### config.mk
export PLATFORM = sky130hd
export DESIGN_NAME = tccs_out
export DESIGN_NICKNAME = d
export VERILOG_FILES = /design/src/rtl/tccs_pkg.sv /design/src/rtl/tccs_out.sv
export VERILOG_INCLUDE_DIRS = /design/src /design/src/rtl
export SDC_FILE = /design/constraint.sdc
export NUM_CORES = 1
export LEC_CHECK = 0
export BUFFER_PORTS_ARGS = -buffer_cell sky130_fd_sc_hd__buf_2
export CAP_MARGIN = 20
export CELL_PAD_IN_SITES_DETAIL_PLACEMENT = 2
export CELL_PAD_IN_SITES_GLOBAL_PLACEMENT = 2
export CORE_MARGIN = 4
export CORE_UTILIZATION = 29
export CTS_BUF_LIST = sky130_fd_sc_hd__clkbuf_4
export CTS_CLUSTER_DIAMETER = 150
export DETAILED_ROUTE_END_ITERATION = 7
export GPL_TIMING_DRIVEN = 0
export PLACE_DENSITY = 0.9
export SYNTH_ARGS = -nofsm -noshare
export SYNTH_HDL_FRONTEND = slang
export SYNTH_SLANG_ARGS = --single-unit
### constraint.sdc
create_clock -name i_clk -period 1.44 [get_ports i_clk]
set_clock_uncertainty 0.2 [all_clocks]
set_input_delay 0.432 -clock i_clk [delete_from_list [all_inputs] [get_ports i_clk]]
set_output_delay 0.432 -clock i_clk [all_outputs]
set_load 0.02 [all_outputs]
### src/rtl/text_console_cursor_scroll_defines.svh
// Assertion macros shared by the console modules.
// Every user clocks on i_clk and resets on i_rst_n.
`ifndef TEXT_CONSOLE_CURSOR_SCROLL_DEFINES_SVH
`define TEXT_CONSOLE_CURSOR_SCROLL_DEFINES_SVH

// Consequent holds in the same cycle as the antecedent.
`define TCCS_ASSERT_NOW(label, ante, cons, msg) \
    label: assert property (@(posedge i_clk) disable iff (!i_rst_n) (ante) |-> (cons)) \
        else $error(msg);

// Consequent holds in the cycle after the antecedent.
`define TCCS_ASSERT_NEXT(label, ante, cons, msg) \
    label: assert property (@(posedge i_clk) disable iff (!i_rst_n) (ante) |=> (cons)) \
        else $error(msg);

`endif

### src/rtl/tccs_pkg.sv
package tccs_pkg;

    localparam int COLUMNS = 40;
    localparam int ROWS    = 13;
    localparam int CELLS   = ROWS * COLUMNS;
    localparam int ADDR_W  = $clog2(CELLS);

    localparam int COL_W   = 6;
    localparam int LINE_W  = 4;
    localparam int CELL_W  = 16;
    localparam int CHAR_W  = 8;
    localparam int COLOR_W = 3;
    localparam int RIDX_W  = 10;

    localparam int CFG_IDX_W  = 1;
    localparam int IN_TDATA_W  = 32;
    localparam int IN_TUSER_W  = 2;
    localparam int OUT_TDATA_W = 32;
    localparam int OUT_USED_W  = COL_W + LINE_W + CELL_W;

    localparam int TAB_STOP = 8;

    localparam logic [CELL_W-1:0] RESET_CELL = 16'h0220;
    localparam logic [CHAR_W-1:0] CHAR_BS    = 8'd8;
    localparam logic [CHAR_W-1:0] CHAR_TAB   = 8'd9;
    localparam logic [CHAR_W-1:0] CHAR_LF    = 8'd10;
    localparam logic [CHAR_W-1:0] CHAR_CR    = 8'd13;
    localparam logic [CHAR_W-1:0] CHAR_SPACE = 8'h20;

    typedef enum logic [1:0] {
        CMD_PUT    = 2'd0,
        CMD_CURSOR = 2'd1,
        CMD_CLEAR  = 2'd2,
        CMD_READ   = 2'd3
    } t_cmd;

    typedef enum logic [CFG_IDX_W-1:0] {
        CFG_TEXT_COLOR = 1'd0,
        CFG_BLANK_CELL = 1'd1
    } t_cfg_idx;

    typedef struct packed {
        t_cmd                cmd;
        logic [CHAR_W-1:0]   char_code;
        logic [COL_W-1:0]    new_column;
        logic [LINE_W-1:0]   new_line;
        logic [RIDX_W-1:0]   read_index;
    } t_item;

    typedef struct packed {
        logic [COL_W-1:0]  cursor_column;
        logic [LINE_W-1:0] cursor_line;
        logic [CELL_W-1:0] cell_word;
    } t_result;

    typedef struct packed {
        logic              wr_en;
        logic [ADDR_W-1:0] wr_addr;
        logic [CELL_W-1:0] wr_data;
        logic              rd_en;
        logic [ADDR_W-1:0] rd_addr;
    } t_ram_req;

endpackage

### src/rtl/tccs_out.sv
module tccs_out (
    input  logic                i_clk,
    input  logic                i_rst_n,
    input  logic                i_load,
    input  tccs_pkg::t_result   i_res,
    output logic                o_load_ready,
    output logic                o_m_valid,
    input  logic                i_m_ready,
    output tccs_pkg::t_result   o_m_res
);

    `include "text_console_cursor_scroll_defines.svh"

    logic              r_valid;
    tccs_pkg::t_result r_res;

    // slot is free when empty or being drained this cycle
    assign o_load_ready = !r_valid || i_m_ready;

    always_ff @(posedge i_clk) begin
        if (!i_rst_n) begin
            r_valid <= 1'b0;
        end else if (i_load) begin
            r_valid <= 1'b1;
        end else if (i_m_ready) begin
            r_valid <= 1'b0;
        end
    end

    always_ff @(posedge i_clk) begin
        if (i_load) begin
            r_res <= i_res;
        end
    end

    assign o_m_valid = r_valid;
    assign o_m_res   = r_res;

    `TCCS_ASSERT_NOW(a_no_overwrite, i_load && r_valid, i_m_ready,
        "result overwritten before transfer")

endmodule

==> reports/qor.txt, run 1 <==
======================================================================================================
Core Rows                                                                                           19
Initial antenna violation count                                                                      0
Die height                                                                                61.5 microns
CTS tree                                                                                          done
Clock transition at the register clock pins on the worst setup and hold paths after CTS        0.13 ns
Iteration count of the initial detailed-routing pass                                                 4
Number of fill cells in the layout                                                                 258
Critical path buffer and inverter count                                                              1
Die outline area                                                                            3780 sq um
Overall Power                                                                                  1.53 mW
Setup repair after global routing missed its margin                                                yes
Core Area                                                                                   2730 sq um
Sink Count                                                                                          27
Placement Setup Slack                                                                       -0.0419 ns
Crit Path Category                                                                          reg -> out
Clock latency at the later pin of the worst-skew pair                                          0.30 ns
Largest stage delay, worst path                                                                0.42 ns
Slowest cell on crit path                                                                 sky130_fd_sc_hd__edfxtp_1
Setup total negative slack                                                                    -1.30 ns
Overall track demand over capacity in global routing                                             10.5%
Arrival time at the worst endpoint                                                             0.87 ns
Post-DR wirelength/cell                                                                   15.7 microns
Total count of hold-check failures in the final report                                               0
Final critical path time including I/O delays and setup                                        1.51 ns
Hold crit path type                                                                          in -> reg
Count of nets after finishing                                                                      123
Period utilisation layout                                                                         105%
Count of placed standard cells including taps                                                      118
CTS Root Cell                                                                             sky130_fd_sc_hd__clkbuf_4
Kind of start point of the critical path                                                      register
Hold bufs inserted after CTS                                                                         0
Slew margin rel.                                                                                 62.1%
Fraction of final layout cells sized beyond drive strength 1                                     70.7%
Transition at the pin with the smallest max-transition slack                                  0.568 ns
Commonest cells after routing, fill and taps aside                                        sky130_fd_sc_hd__buf_2 (37), sky130_fd_sc_hd__edfxtp_1 (26), sky130_fd_sc_hd__buf_6 (20)
Final design instance area without fill                                                     1320 sq um
Maximum Capacitance Violations                                                                       0
Number of flip-flops and latches in the synthesized netlist                                         27
Number of global-route vias before repair                                                          589
Largest net degree at the start of global routing                                                   28
Commonest non-fill, non-tap cell in the layout                                            sky130_fd_sc_hd__buf_2
Post-DRT Antenna Nets                                                                                0
Run status                                                                                complete, but fails checks
Mean instance size in the synthesized netlist                                               27.7 sq um
Worst path setup slack after routing                                                        -0.0662 ns
DRC violation total after the first TritonRoute iteration                                            6
Number of instances in the synthesized netlist                                                      30
Signed area change from the synthesized netlist to the final layout                              58.8%
Power density relative to cell area                                                       1160 nW/um^2
Worst IR drop on VDD                                                                          0.711 mV
Syn Nets                                                                                            60
Data required time of the critical path                                                        0.81 ns
Number of distinct library cells after synthesis                                                     5
GRT Residual Overflow                                                                                0
Placer Congestion                                                                                0.630
Ordered cell list for the critical path                                                          buf_6
Count of synthesis-stage warnings from yosys                                                         0
Horizontal die dimension                                                                  61.5 microns
Finished Layout Cells                                                                              123
First-pass GRT wire length                                                                2750 microns
Fin Hold WS                                                                                  0.0899 ns
Total half-perimeter wirelength after legalization and detailed placement                 1520 microns
Critical Path Sink Type                                                                    output port
Sum of routed wire length over all layers                                                 1930 microns
Deepest clock path buffer count                                                                      2
Maximum clock frequency                                                                      0.664 GHz
Number of input and output port buffers inserted                                                    57
Static leakage power                                                                          0.569 nW
Count of unresolved DRC violations after routing                                                     0
Post-synthesis cell area                                                                     830 sq um
Total CTS buffers                                                                                    3
Sequential share of the synthesized area                                                         96.5%
Mean number of vias per cell                                                                      4.16
Ant diodes                                                                                           0
Final Max Tran Viols                                                                                 0
Post-placement cell area                                                                    1150 sq um
Total setup violations reported at the end of the flow                                              28
Final design utilization                                                                         48.2%
Vias                                                                                               512
Starting utilization of the core area                                                            30.3%
Failing checks                                                                            setup timing
Largest fanout of any net on the critical path                                                       1
Top-Level Pins                                                                                      58
Number of H-tree levels                                                                              1
Cell family with most CP delay                                                              flip-flops
======================================================================================================
## synthesized netlist by cell type
cell type                  instances  area, sq um
sky130_fd_sc_hd__a21boi_2          1         11.3
sky130_fd_sc_hd__edfxtp_1         26          781
sky130_fd_sc_hd__dfxtp_1           1         20.0
sky130_fd_sc_hd__nand2b_4          1         13.8
sky130_fd_sc_hd__inv_1             1         3.75
## sequential cells by signal, indices dropped and copies added (netlist names)
signal	cells
o_m_res	26
o_m_valid	1
## power by group
part,leakage (nW),internal [mW],switching [mW]
clock network,0.0184,0.127,0.198
logic,0.288,0.122,0.129
registers,0.263,0.929,0.0248
## repair_timing
item,4_1_cts,5_1_grt
cloned,0,0
buffers inserted,0,1
gates resized for setup,15,26
endpoints found under the setup margin,28,28
## worst paths after layout
path / start / endpoint / slack [ns] / depth (start not counted)
worst min register to register: o_m_valid / o_m_valid / 0.41 / 3
worst max-delay path: o_m_res[23] / o_m_res[23] / -0.07 / 1
worst min-delay path: i_res[5] / o_m_res[5] / 0.09 / 1
worst max register to register: o_m_valid / o_m_valid / 0.48 / 3
## routing by layer
| metal | vias up | share of wire, % | track usage, % |
|---|---|---|---|
| met4 | 0 | 0.98 | 3.64 |
| met2 | 41 | 47 | 17.2 |
| met3 | 2 | 20 | 7.55 |
| li1 | 240 | - | - |
| met5 | - | 0 | 0 |
| met1 | 229 | 32 | 10.4 |
## cell families (layout without fill, tap and decap cells)
kind of cell / Yosys count / in the layout / share of synthesized area, %
simple gates: 1 / 1 / 1.66
compound gates: 1 / 1 / 1.36
flops: 27 / 27 / 96.5
buf+inv: 1 / 63 / 0.452
## final cells by class
type | instances | area [sq um] | share of cell area, %
inverter | 1 | 3.75 | 0.285
sequential | 27 | 802 | 60.9
clock buffer | 4 | 30.0 | 2.28
tap | 31 | 38.8 | 2.94
timing repair buffer | 58 | 418 | 31.7
multi-input combinational | 2 | 25.0 | 1.90
Power figures use the tool's default switching activity.
==> run 2: changes to the inputs <==
--- a/config.mk
+++ b/config.mk
@@ -6,7 +6,7 @@
 export SDC_FILE = /design/constraint.sdc
 export NUM_CORES = 1
 export LEC_CHECK = 0
-export BUFFER_PORTS_ARGS = -buffer_cell sky130_fd_sc_hd__buf_2
+export BUFFER_PORTS_ARGS = -buffer_cell sky130_fd_sc_hd__clkbuf_2
 export CAP_MARGIN = 20
 export CELL_PAD_IN_SITES_DETAIL_PLACEMENT = 2
 export CELL_PAD_IN_SITES_GLOBAL_PLACEMENT = 2
==> reports/qor.txt, run 2 (synthesized netlist as in run 1, its figures left out) <==
======================================================================================================
GRT Residual Overflow                                                                                0
Failing checks                                                                            setup timing
Number of input and output port buffers inserted                                                    57
Final Max Tran Viols                                                                                 0
Maximum clock frequency                                                                      0.657 GHz
Critical Path Sink Type                                                                    output port
Largest stage delay, worst path                                                                0.40 ns
DRC violation total after the first TritonRoute iteration                                            0
Placement Setup Slack                                                                        -0.110 ns
Horizontal die dimension                                                                  61.5 microns
Die outline area                                                                            3780 sq um
Slew margin rel.                                                                                 55.7%
Signed area change from the synthesized netlist to the final layout                              62.3%
Post-DR wirelength/cell                                                                   16.3 microns
Kind of start point of the critical path                                                      register
Post-placement cell area                                                                    1150 sq um
Static leakage power                                                                          0.586 nW
Setup total negative slack                                                                    -1.57 ns
Mean number of vias per cell                                                                      4.15
Fin Hold WS                                                                                  0.0819 ns
Die height                                                                                61.5 microns
First-pass GRT wire length                                                                2820 microns
Sink Count                                                                                          27
Arrival time at the worst endpoint                                                             0.89 ns
Slowest cell on crit path                                                                 sky130_fd_sc_hd__dfxtp_4
Clock transition at the register clock pins on the worst setup and hold paths after CTS        0.14 ns
Placer Congestion                                                                                0.636
Core Area                                                                                   2730 sq um
Power density relative to cell area                                                       1150 nW/um^2
Transition at the pin with the smallest max-transition slack                                  0.664 ns
Fraction of final layout cells sized beyond drive strength 1                                     71.0%
CTS tree                                                                                          done
Vias                                                                                               515
Total CTS buffers                                                                                    3
Period utilisation layout                                                                         106%
Ordered cell list for the critical path                                                   nand2b_4 > buf_8
Sum of routed wire length over all layers                                                 2030 microns
Hold crit path type                                                                          in -> reg
Overall track demand over capacity in global routing                                             10.9%
Ant diodes                                                                                           0
Commonest cells after routing, fill and taps aside                                        sky130_fd_sc_hd__clkbuf_2 (29), sky130_fd_sc_hd__edfxtp_1 (26), sky130_fd_sc_hd__buf_6 (21)
Number of global-route vias before repair                                                          605
Core Rows                                                                                           19
Final design instance area without fill                                                     1350 sq um
Deepest clock path buffer count                                                                      2
Starting utilization of the core area                                                            30.3%
Overall Power                                                                                  1.55 mW
Total setup violations reported at the end of the flow                                              28
Crit Path Category                                                                          reg -> out
Worst IR drop on VDD                                                                          0.595 mV
Largest net degree at the start of global routing                                                   28
Maximum Capacitance Violations                                                                       0
Post-DRT Antenna Nets                                                                                0
Commonest non-fill, non-tap cell in the layout                                            sky130_fd_sc_hd__clkbuf_2
Largest fanout of any net on the critical path                                                       2
Total count of hold-check failures in the final report                                               0
Data required time of the critical path                                                        0.81 ns
Final critical path time including I/O delays and setup                                        1.52 ns
Count of nets after finishing                                                                      124
Count of unresolved DRC violations after routing                                                     0
Clock latency at the later pin of the worst-skew pair                                          0.30 ns
Worst path setup slack after routing                                                        -0.0829 ns
Initial antenna violation count                                                                      0
CTS Root Cell                                                                             sky130_fd_sc_hd__clkbuf_4
Run status                                                                                complete, but fails checks
Flip-flop count of the largest register after layout                                                26
Number of H-tree levels                                                                              1
Top-Level Pins                                                                                      58
Iteration count of the initial detailed-routing pass                                                 1
Setup repair after global routing missed its margin                                                yes
======================================================================================================
[run 2: changes by cell type in the layout (fill, tap and decap cells not counted), sizes merged]
| cell | change |
|---|---|
| clkbuf | +30 |
| buf | -29 |
[run 2: final timing paths]
| check | from | to | slack [ns] | cells past startpoint |
|---|---|---|---|---|
| min | i_res[19] | o_m_res[19] | 0.08 | 1 |
| max | o_m_valid | o_load_ready | -0.08 | 2 |
| max reg2reg | o_m_valid | o_m_valid | 0.32 | 4 |
| min reg2reg | o_m_valid | o_m_valid | 0.54 | 4 |
[run 2: final cells by class]
class / count / area (sq um)
Multi-Input combinational cell: 2 / 25.0
Sequential cell: 27 / 805
Inverter: 1 / 3.75
Clock buffer: 4 / 30.0
Fill cell: 253 / 1390
Tap cell: 31 / 38.8
Timing Repair Buffer: 59 / 444
[run 2: timing repair]
action	CTS	global route
hold buffers	0	0
buffers inserted	1	1
gates resized for setup	4	70
endpoints found under the setup margin	28	28
cloned	0	0
[run 2: per-stage QoR]
step / util (%) / instances
after floorplan: - / 30
after global placement: 42.2 / 118
after detailed placement: 42.2 / 118
after CTS: 44.0 / 123
after global routing: 49.2 / 124
final: 49.2 / 124
[run 2: critical path: cells and delay by family, from the launching register on]
kind / cells / cell delay (ns)
and+or+nand+nor: 1 / 0.06
buffers and inverters: 1 / 0.13
DFF: 1 / 0.40
[run 2: layer usage]
layer | up-vias | global-route usage (%) | wire length, microns | part of all wire (%)
met4 | 0 | 5.45 | 17 | 0.84
met5 | - | 0 | 0 | 0
met3 | 2 | 7.55 | 321 | 16
met2 | 41 | 16.3 | 962 | 47
li1 | 243 | - | - | -
met1 | 229 | 11.6 | 724 | 36
[run 2: power breakdown]
part	internal, mW	switching [mW]	leakage (nW)	total [mW]
clock network	0.127	0.206	0.0184	0.333
logic	0.130	0.130	0.304	0.260
registers	0.929	0.0277	0.263	0.956
total	1.19	0.363	0.586	1.55
