$ cat config.mk
export PLATFORM = sky130hd
export DESIGN_NAME = tccs_ctrl
export DESIGN_NICKNAME = d
export VERILOG_FILES = /design/src/rtl/tccs_pkg.sv /design/src/rtl/tccs_ctrl.sv
export VERILOG_INCLUDE_DIRS = /design/src /design/src/rtl
export SDC_FILE = /design/constraint.sdc
export NUM_CORES = 1
export LEC_CHECK = 0
export ABC_AREA = 1
export BUFFER_PORTS_ARGS = -buffer_cell sky130_fd_sc_hd__buf_2
export CAP_MARGIN = 20
export CORE_ASPECT_RATIO = 1.5
export CORE_MARGIN = 2
export CORE_UTILIZATION = 50
export CTS_CLUSTER_SIZE = 20
export DETAILED_ROUTE_END_ITERATION = 10
export HOLD_SLACK_MARGIN = 0.05
export PLACE_DENSITY = 0.79
export SYNTH_ARGS = -nofsm -noshare
export SYNTH_HDL_FRONTEND = slang
export SYNTH_SLANG_ARGS = --single-unit
$ cat constraint.sdc
create_clock -name i_clk -period 5.2 [get_ports i_clk]
set_clock_uncertainty 0.15 [all_clocks]
set_input_delay 1.04 -clock i_clk [delete_from_list [all_inputs] [get_ports i_clk]]
set_output_delay 1.04 -clock i_clk [all_outputs]
set_load 0.02 [all_outputs]
$ cat src/rtl/text_console_cursor_scroll_defines.svh
// Assertion macros shared by the console modules.
// Every user clocks on i_clk and resets on i_rst_n.
`ifndef TEXT_CONSOLE_CURSOR_SCROLL_DEFINES_SVH
`define TEXT_CONSOLE_CURSOR_SCROLL_DEFINES_SVH

// Consequent holds in the same cycle as the antecedent.
`define TCCS_ASSERT_NOW(label, ante, cons, msg) \
    label: assert property (@(posedge i_clk) disable iff (!i_rst_n) (ante) |-> (cons)) \
        else $error(msg);

// Consequent holds in the cycle after the antecedent.
`define TCCS_ASSERT_NEXT(label, ante, cons, msg) \
    label: assert property (@(posedge i_clk) disable iff (!i_rst_n) (ante) |=> (cons)) \
        else $error(msg);

`endif

$ cat src/rtl/tccs_pkg.sv
package tccs_pkg;

    localparam int COLUMNS = 40;
    localparam int ROWS    = 13;
    localparam int CELLS   = ROWS * COLUMNS;
    localparam int ADDR_W  = $clog2(CELLS);

    localparam int COL_W   = 6;
    localparam int LINE_W  = 4;
    localparam int CELL_W  = 16;
    localparam int CHAR_W  = 8;
    localparam int COLOR_W = 3;
    localparam int RIDX_W  = 10;

    localparam int CFG_IDX_W  = 1;
    localparam int IN_TDATA_W  = 32;
    localparam int IN_TUSER_W  = 2;
    localparam int OUT_TDATA_W = 32;
    localparam int OUT_USED_W  = COL_W + LINE_W + CELL_W;

    localparam int TAB_STOP = 8;

    localparam logic [CELL_W-1:0] RESET_CELL = 16'h0220;
    localparam logic [CHAR_W-1:0] CHAR_BS    = 8'd8;
    localparam logic [CHAR_W-1:0] CHAR_TAB   = 8'd9;
    localparam logic [CHAR_W-1:0] CHAR_LF    = 8'd10;
    localparam logic [CHAR_W-1:0] CHAR_CR    = 8'd13;
    localparam logic [CHAR_W-1:0] CHAR_SPACE = 8'h20;

    typedef enum logic [1:0] {
        CMD_PUT    = 2'd0,
        CMD_CURSOR = 2'd1,
        CMD_CLEAR  = 2'd2,
        CMD_READ   = 2'd3
    } t_cmd;

    typedef enum logic [CFG_IDX_W-1:0] {
        CFG_TEXT_COLOR = 1'd0,
        CFG_BLANK_CELL = 1'd1
    } t_cfg_idx;

    typedef struct packed {
        t_cmd                cmd;
        logic [CHAR_W-1:0]   char_code;
        logic [COL_W-1:0]    new_column;
        logic [LINE_W-1:0]   new_line;
        logic [RIDX_W-1:0]   read_index;
    } t_item;

    typedef struct packed {
        logic [COL_W-1:0]  cursor_column;
        logic [LINE_W-1:0] cursor_line;
        logic [CELL_W-1:0] cell_word;
    } t_result;

    typedef struct packed {
        logic              wr_en;
        logic [ADDR_W-1:0] wr_addr;
        logic [CELL_W-1:0] wr_data;
        logic              rd_en;
        logic [ADDR_W-1:0] rd_addr;
    } t_ram_req;

endpackage

$ cat src/rtl/tccs_ctrl.sv
module tccs_ctrl (
    input  logic                                i_clk,
    input  logic                                i_rst_n,
    input  logic                                i_cfg_we,
    input  tccs_pkg::t_cfg_idx                  i_cfg_index,
    input  logic [tccs_pkg::CELL_W-1:0]         i_cfg_wdata,
    input  logic                                i_item_valid,
    output logic                                o_item_ready,
    input  tccs_pkg::t_item                     i_item,
    output tccs_pkg::t_ram_req                  o_ram,
    input  logic [tccs_pkg::CELL_W-1:0]         i_rd_data,
    output logic                                o_res_load,
    input  logic                                i_res_ready,
    output tccs_pkg::t_result                   o_res
);

    `include "text_console_cursor_scroll_defines.svh"

    localparam int AW = tccs_pkg::ADDR_W;
    localparam logic [AW-1:0] COLS_A = AW'(tccs_pkg::COLUMNS);
    localparam logic [AW-1:0] LAST_A = AW'(tccs_pkg::CELLS - 1);
    localparam logic [AW-1:0] MOVE_A = AW'(tccs_pkg::CELLS - tccs_pkg::COLUMNS);
    localparam logic [tccs_pkg::COL_W-1:0]  LAST_COL  = tccs_pkg::COL_W'(tccs_pkg::COLUMNS - 1);
    localparam logic [tccs_pkg::COL_W-1:0]  NUM_COLS  = tccs_pkg::COL_W'(tccs_pkg::COLUMNS);
    localparam logic [tccs_pkg::COL_W-1:0]  TAB_MASK  = tccs_pkg::COL_W'(tccs_pkg::TAB_STOP - 1);
    localparam logic [tccs_pkg::LINE_W-1:0] LAST_LINE = tccs_pkg::LINE_W'(tccs_pkg::ROWS - 1);
    localparam logic [tccs_pkg::LINE_W-1:0] NUM_LINES = tccs_pkg::LINE_W'(tccs_pkg::ROWS);

    typedef enum logic [7:0] {
        S_INIT   = 8'b0000_0001,
        S_IDLE   = 8'b0000_0010,
        S_GLYPH  = 8'b0000_0100,
        S_SCROLL = 8'b0000_1000,
        S_FILL   = 8'b0001_0000,
        S_READ   = 8'b0010_0000,
        S_RDCAP  = 8'b0100_0000,
        S_DONE   = 8'b1000_0000
    } t_state;

    function automatic logic [tccs_pkg::CELL_W-1:0] glyph_cell(
        input logic [tccs_pkg::COLOR_W-1:0] color,
        input logic [tccs_pkg::CHAR_W-1:0]  c
    );
        // colour and low char bit above the 0x200 marker, char with bit 0 cleared below
        glyph_cell = {2'b00, color, c[0], 2'b10, c[7:1], 1'b0};
    endfunction

    t_state                          r_state, n_state;
    logic [AW-1:0]                   r_cnt, n_cnt;
    logic [tccs_pkg::COL_W-1:0]      r_col, n_col;
    logic [tccs_pkg::LINE_W-1:0]     r_line, n_line;
    logic [tccs_pkg::COLOR_W-1:0]    r_color;
    logic [tccs_pkg::CELL_W-1:0]     r_blank;
    logic [tccs_pkg::CHAR_W-1:0]     r_char, n_char;
    logic                            r_tab, n_tab;
    logic [tccs_pkg::RIDX_W-1:0]     r_ridx, n_ridx;
    logic [tccs_pkg::CELL_W-1:0]     r_cell, n_cell;

    logic [AW-1:0]                   cur_addr;
    logic [tccs_pkg::COL_W-1:0]      col_inc;
    logic                            accept;

    assign cur_addr     = AW'(r_line) * COLS_A + AW'(r_col);
    assign col_inc      = r_col + 1'b1;
    assign o_item_ready = (r_state == S_IDLE);
    assign accept       = i_item_valid && o_item_ready;

    always_comb begin
        n_state = r_state;
        n_cnt   = r_cnt;
        n_col   = r_col;
        n_line  = r_line;
        n_char  = r_char;
        n_tab   = r_tab;
        n_ridx  = r_ridx;
        n_cell  = r_cell;
        o_ram   = '0;
        o_res_load = 1'b0;

        case (r_state)
            S_INIT: begin
                o_ram.wr_en   = 1'b1;
                o_ram.wr_addr = r_cnt;
                o_ram.wr_data = tccs_pkg::RESET_CELL;
                if (r_cnt == LAST_A) begin
                    n_cnt   = '0;
                    n_state = S_IDLE;
                end else begin
                    n_cnt = r_cnt + 1'b1;
                end
            end
            S_IDLE: begin
                if (i_item_valid) begin
                    n_cell = '0;
                    case (i_item.cmd)
                        tccs_pkg::CMD_PUT: begin
                            case (i_item.char_code)
                                tccs_pkg::CHAR_BS: begin
                                    if (r_col != '0) begin
                                        n_col = r_col - 1'b1;
                                    end
                                    n_state = S_DONE;
                                end
                                tccs_pkg::CHAR_TAB: begin
                                    n_char  = tccs_pkg::CHAR_SPACE;
                                    n_tab   = 1'b1;
                                    n_state = S_GLYPH;
                                end
                                tccs_pkg::CHAR_LF: begin
                                    n_col = '0;
                                    if (r_line == LAST_LINE) begin
                                        n_cnt   = '0;
                                        n_state = S_SCROLL;
                                    end else begin
                                        n_line  = r_line + 1'b1;
                                        n_state = S_DONE;
                                    end
                                end
                                tccs_pkg::CHAR_CR: begin
                                    n_col   = '0;
                                    n_state = S_DONE;
                                end
                                default: begin
                                    n_char  = i_item.char_code;
                                    n_tab   = 1'b0;
                                    n_state = S_GLYPH;
                                end
                            endcase
                        end
                        tccs_pkg::CMD_CURSOR: begin
                            n_col   = (i_item.new_column < NUM_COLS) ? i_item.new_column
                                                                      : LAST_COL;
                            n_line  = (i_item.new_line < NUM_LINES) ? i_item.new_line
                                                                     : LAST_LINE;
                            n_state = S_DONE;
                        end
                        tccs_pkg::CMD_CLEAR: begin
                            n_cnt   = '0;
                            n_state = S_FILL;
                        end
                        tccs_pkg::CMD_READ: begin
                            n_ridx = i_item.read_index;
                            if (i_item.read_index < tccs_pkg::RIDX_W'(tccs_pkg::CELLS)) begin
                                n_state = S_READ;
                            end else begin
                                n_state = S_DONE;
                            end
                        end
                        default: begin
                            n_state = S_DONE;
                        end
                    endcase
                end
            end
            S_GLYPH: begin
                o_ram.wr_en   = 1'b1;
                o_ram.wr_addr = cur_addr;
                o_ram.wr_data = glyph_cell(r_color, r_char);
                if (col_inc >= NUM_COLS) begin
                    // wrap ends a tab too, as the column is back at zero
                    n_col = '0;
                    if (r_line == LAST_LINE) begin
                        n_cnt   = '0;
                        n_state = S_SCROLL;
                    end else begin
                        n_line  = r_line + 1'b1;
                        n_state = S_DONE;
                    end
                end else begin
                    n_col = col_inc;
                    if (!(r_tab && ((col_inc & TAB_MASK) != '0))) begin
                        n_state = S_DONE;
                    end
                end
            end
            S_SCROLL: begin
                // read one row ahead, write the word read last cycle one row up
                o_ram.rd_en   = (r_cnt < MOVE_A);
                o_ram.rd_addr = r_cnt + COLS_A;
                o_ram.wr_en   = (r_cnt != '0);
                o_ram.wr_addr = r_cnt - 1'b1;
                o_ram.wr_data = i_rd_data;
                if (r_cnt == MOVE_A) begin
                    n_state = S_FILL;
                end else begin
                    n_cnt = r_cnt + 1'b1;
                end
            end
            S_FILL: begin
                o_ram.wr_en   = 1'b1;
                o_ram.wr_addr = r_cnt;
                o_ram.wr_data = r_blank;
                if (r_cnt == LAST_A) begin
                    n_state = S_DONE;
                end else begin
                    n_cnt = r_cnt + 1'b1;
                end
            end
            S_READ: begin
                o_ram.rd_en   = 1'b1;
                o_ram.rd_addr = AW'(r_ridx);
                n_state       = S_RDCAP;
            end
            S_RDCAP: begin
                n_cell  = i_rd_data;
                n_state = S_DONE;
            end
            S_DONE: begin
                if (i_res_ready) begin
                    o_res_load = 1'b1;
                    n_state    = S_IDLE;
                end
            end
            default: begin
                n_state = S_IDLE;
            end
        endcase
    end

    always_ff @(posedge i_clk) begin
        if (!i_rst_n) begin
            r_state <= S_INIT;
            r_cnt   <= '0;
            r_col   <= '0;
            r_line  <= '0;
            r_color <= '0;
            r_blank <= tccs_pkg::RESET_CELL;
        end else begin
            r_state <= n_state;
            r_cnt   <= n_cnt;
            r_col   <= n_col;
            r_line  <= n_line;
            if (i_cfg_we) begin
                case (i_cfg_index)
                    tccs_pkg::CFG_TEXT_COLOR: r_color <= i_cfg_wdata[tccs_pkg::COLOR_W-1:0];
                    tccs_pkg::CFG_BLANK_CELL: r_blank <= i_cfg_wdata;
                    default: ;
                endcase
            end
        end
    end

    always_ff @(posedge i_clk) begin
        r_char <= n_char;
        r_tab  <= n_tab;
        r_ridx <= n_ridx;
        r_cell <= n_cell;
    end

    assign o_res.cursor_column = r_col;
    assign o_res.cursor_line   = r_line;
    assign o_res.cell_word     = r_cell;

    `TCCS_ASSERT_NOW(a_no_rw_collision, o_ram.wr_en && o_ram.rd_en,
        o_ram.wr_addr != o_ram.rd_addr, "read and write hit the same cell")
    `TCCS_ASSERT_NOW(a_cursor_bounds, 1'b1,
        (r_col < NUM_COLS) && (r_line < NUM_LINES), "cursor left the screen")
    `TCCS_ASSERT_NOW(a_scroll_cursor, r_state == S_SCROLL,
        (r_line == LAST_LINE) && (r_col == '0), "scroll with cursor off the last row start")
    `TCCS_ASSERT_NEXT(a_clear_starts, accept && (i_item.cmd == tccs_pkg::CMD_CLEAR),
        (r_state == S_FILL) && (r_cnt == '0), "clear did not start at cell zero")

endmodule

==> impl_results.rst <==
.. list-table::
   :header-rows: 1

   * - Metric
     - Value
   * - Footprint of the multi-input gates
     - 0.00326 mm2
   * - Pre-CTS setup slack
     - 1.75 ns
   * - Core ar.
     - 0.0114 mm2
   * - Initial antenna violation count
     - 0
   * - Crit path DAT
     - 2.64 ns
   * - Class of the tightest hold or removal check
     - register to register
   * - Number of buffer cells added on primary ports
     - 133
   * - Post-route fraction of the period consumed by the critical path
     - 73.7%
   * - Total of max-cap violations
     - 0
   * - Total negative slack for setup checks
     - 0 ns
   * - Power density over cell area
     - 398 mW/mm2
   * - Vertical die dimension
     - 136 um
   * - Yosys cell types
     - 43
   * - Filler Cells Inserted
     - 1,125
   * - Die Footprint
     - 0.0125 mm2
   * - Status
     - complete, no violations
   * - Dominant cells by area after synthesis
     - edfxtp_1 (18%), dfxtp_1 (16%), nand2_1 (12%), nor2_1 (9.4%), nand3_1 (6.0%)
   * - First-pass GRT wire length
     - 27,500 um
   * - Crit path setup slack, layout
     - 1.37 ns
   * - Relative slew slack
     - 41.2%
   * - Cell type contributing the most total cell area after synthesis
     - edfxtp_1
   * - Standard-cell row count
     - 48
   * - Number of buffers created by CTS
     - 9
   * - Clock latency reported for the late side of the worst-skew pair
     - 0.35 ns
   * - Post-synthesis instance total
     - 852
   * - Startpoint types
     - register
   * - IO Pins
     - 134
   * - # Post-CTS Setup Buffers
     - 0
   * - Slew @ Worst Pin
     - 0.880 ns
   * - Crit Path Category
     - register to output port
   * - Clock tree buffer depth
     - 2
   * - Nets@finish
     - 1,049
   * - Yosys reg bits
     - 82
   * - Ant. Diodes
     - 0
   * - Data required time at the worst endpoint
     - 4.01 ns
   * - Number of instances resized during post-cts repair
     - 0
   * - Fin crit period
     - 3.83 ns
   * - Maximum clock frequency
     - 0.261 GHz
   * - Total Power
     - 2.71 mW
   * - TritonCTS Sinks
     - 82
   * - Clock transition at path regs
     - 0.07 ns
   * - Unrepaired setup endpoints after global routing
     - no
   * - Number of global-route vias before repair
     - 5,885
   * - Hold slack final
     - 0.327 ns
   * - Maximum net fanout on the critical path
     - 8
   * - Pin count of the biggest net entering global routing
     - 34
   * - Worst vdd ir
     - 0.000232 V
   * - Combined area of all synthesized cells
     - 0.00580 mm2
   * - WL final
     - 17,200 um
   * - Seq. cell area
     - 0.00199 mm2
   * - Via total after detailed routing
     - 6,020
   * - Number of DRC violations after detailed routing
     - 0
   * - Die extent in x
     - 92.0 um
   * - Clock tree root driver cell
     - clkbuf_16
   * - Setup crit end kind
     - output port
   * - Number of hold buffers added after cts
     - 0
   * - Initial core utilization
     - 50.8%
   * - Number of violations reported at the end of detailed-routing iteration 0
     - 370
   * - Area share of the largest cell type after synthesis
     - 18.1%
   * - GP Congestion
     - 0.990
   * - Area growth from synthesis to layout
     - 17.3%
   * - Global route overflow
     - 0
   * - Lkg Pwr
     - 3.29 nW
   * - CTS tree
     - done
   * - Share of final-layout standard cells stronger than drive strength 1
     - 21.5%
   * - Net Count, Synth
     - 940
   * - Hold Fails Final Rpt
     - 0
   * - Portion of the post-synthesis area used by sequential elements
     - 34.3%
   * - Total global-route track usage
     - 27.7%
   * - Setup Viol. Count Final
     - 0
   * - Average cell area after synthesis
     - 6.81 um2
   * - Number of optimization iterations in the first detailed-route pass
     - 5
   * - Count of warnings emitted by yosys
     - 0
   * - HPWL after detailed placement
     - 12,900 um
   * - Routed WL per cell
     - 15.4 um
   * - Final number of max-transition violations
     - 0
   * - H-tree depth
     - 3
   * - Via density
     - 5.39
   * - Antenna-violating nets left
     - 0
## cells in the final DEF, fill, tap and decap left out, types with 3 or more instances in the layout
cell type / instances
o221ai_1: 4
buf_4: 3
xor2_1: 8
ha_1: 18
nor4_1: 4
nor2_1: 146
nand3_2: 3
clkbuf_16: 10
o21ai_1: 4
a21oi_1: 24
edfxtp_1: 35
nand3_1: 69
nand4_1: 23
o211ai_1: 12
buf_2: 133
nand2_4: 4
nor3_1: 8
o21ai_0: 61
nand2_1: 191
inv_2: 9
nor2_4: 7
dfxtp_1: 47
nand2_2: 12
nor2_2: 11
inv_1: 89
## power breakdown
group	switching [mW]	internal, mW	total, mW
Combinational	0.794	0.390	1.18
Sequential	0.112	0.761	0.872
Clock	0.295	0.361	0.655
Total	1.20	1.51	2.71
## cells in the mapped netlist
cell	number
a21o_1	1
a21oi_1	24
a21oi_2	1
a22o_1	2
a22oi_1	2
a32o_1	1
buf_2	12
buf_4	2
buf_6	2
clkbuf_1	22
dfxtp_1	47
edfxtp_1	35
fa_1	2
ha_1	18
inv_1	89
inv_2	9
inv_4	1
nand2_1	191
nand2_2	12
nand2_4	4
nand2_8	1
nand3_1	69
nand3_2	3
nand3_4	1
nand3b_1	1
nand3b_4	1
nand4_1	23
nor2_1	146
nor2_2	11
nor2_4	7
nor2_8	2
nor3_1	8
nor4_1	5
o2111ai_1	2
o211ai_1	12
o21ai_0	61
o21ai_1	4
o221ai_1	4
o2bb2ai_1	1
o31ai_1	2
or2_2	2
xnor2_1	1
xor2_1	8
## critical path: stages (launching register included)
cell and delay [ns]:
dfxtp_1 0.49, ha_1 0.29, ha_1 0.23, fa_1 0.53
inv_1 0.06, nor2_1 0.18, nor2_1 0.06, o21ai_0 0.12
o221ai_1 0.14, buf_2 0.20
## logic make-up (layout without fill, tap and decap cells)
logic type	after synthesis	count (layout)	synth area share, %
flops	82	82	34.3
fa+ha+maj	20	20	4.57
xor+xnor	9	9	1.36
buf+inv	137	251	9.55
simple gates	487	487	38.6
compound gates	117	117	11.6
## area by class of cell
class / instances / share of cell area, %
Clock buffer: 10 / 3.68
Clock inverter: 6 / 0.772
Inverter: 99 / 5.50
Multi-Input combinational cell: 633 / 47.9
Sequential cell: 82 / 29.3
Tap cell: 150 / 2.76
Timing Repair Buffer: 136 / 10.1
## stage by stage
stage / utilization, % / instances / instance area [um2]
6_report: 59.6 / 1116 / 6810
5_1_grt: 59.6 / 1116 / 6810
4_1_cts: 59.6 / 1116 / 6810
3_5_place_dp: 57.0 / 1100 / 6500
3_3_place_gp: 56.9 / 1099 / 6500
2_1_floorplan: - / 852 / 5800
## flip-flops by register name, indices dropped and copies added (netlist names)
signal,count
r_cell,16
r_ridx,10
r_tab,1
r_line,4
r_cnt,10
r_color,3
r_char,8
r_state,8
r_col,6
r_blank,16
## final timing paths
path         startpoint          to  slack [ns]  cells after the start
min reg2reg  r_blank[9]  r_blank[9]        0.33                      2
min          r_blank[9]  r_blank[9]        0.33                      2
max reg2reg   r_line[1]  r_state[3]        2.56                      8
max           r_line[1]   o_ram[34]        1.37                      9
## per-layer routing
metal / track usage [%] / part of all wire, % / wire (um) / vias to the layer above
li1: - / - / - / 3001
met1: 28.3 / 36 / 6230 / 2697
met2: 51.5 / 52 / 9020 / 254
met3: 3.88 / 6.1 / 1050 / 68
met4: 19.2 / 5.4 / 933 / 0
met5: 0 / 0 / 0 / -
No activity file was read; power rests on OpenSTA's default activity.
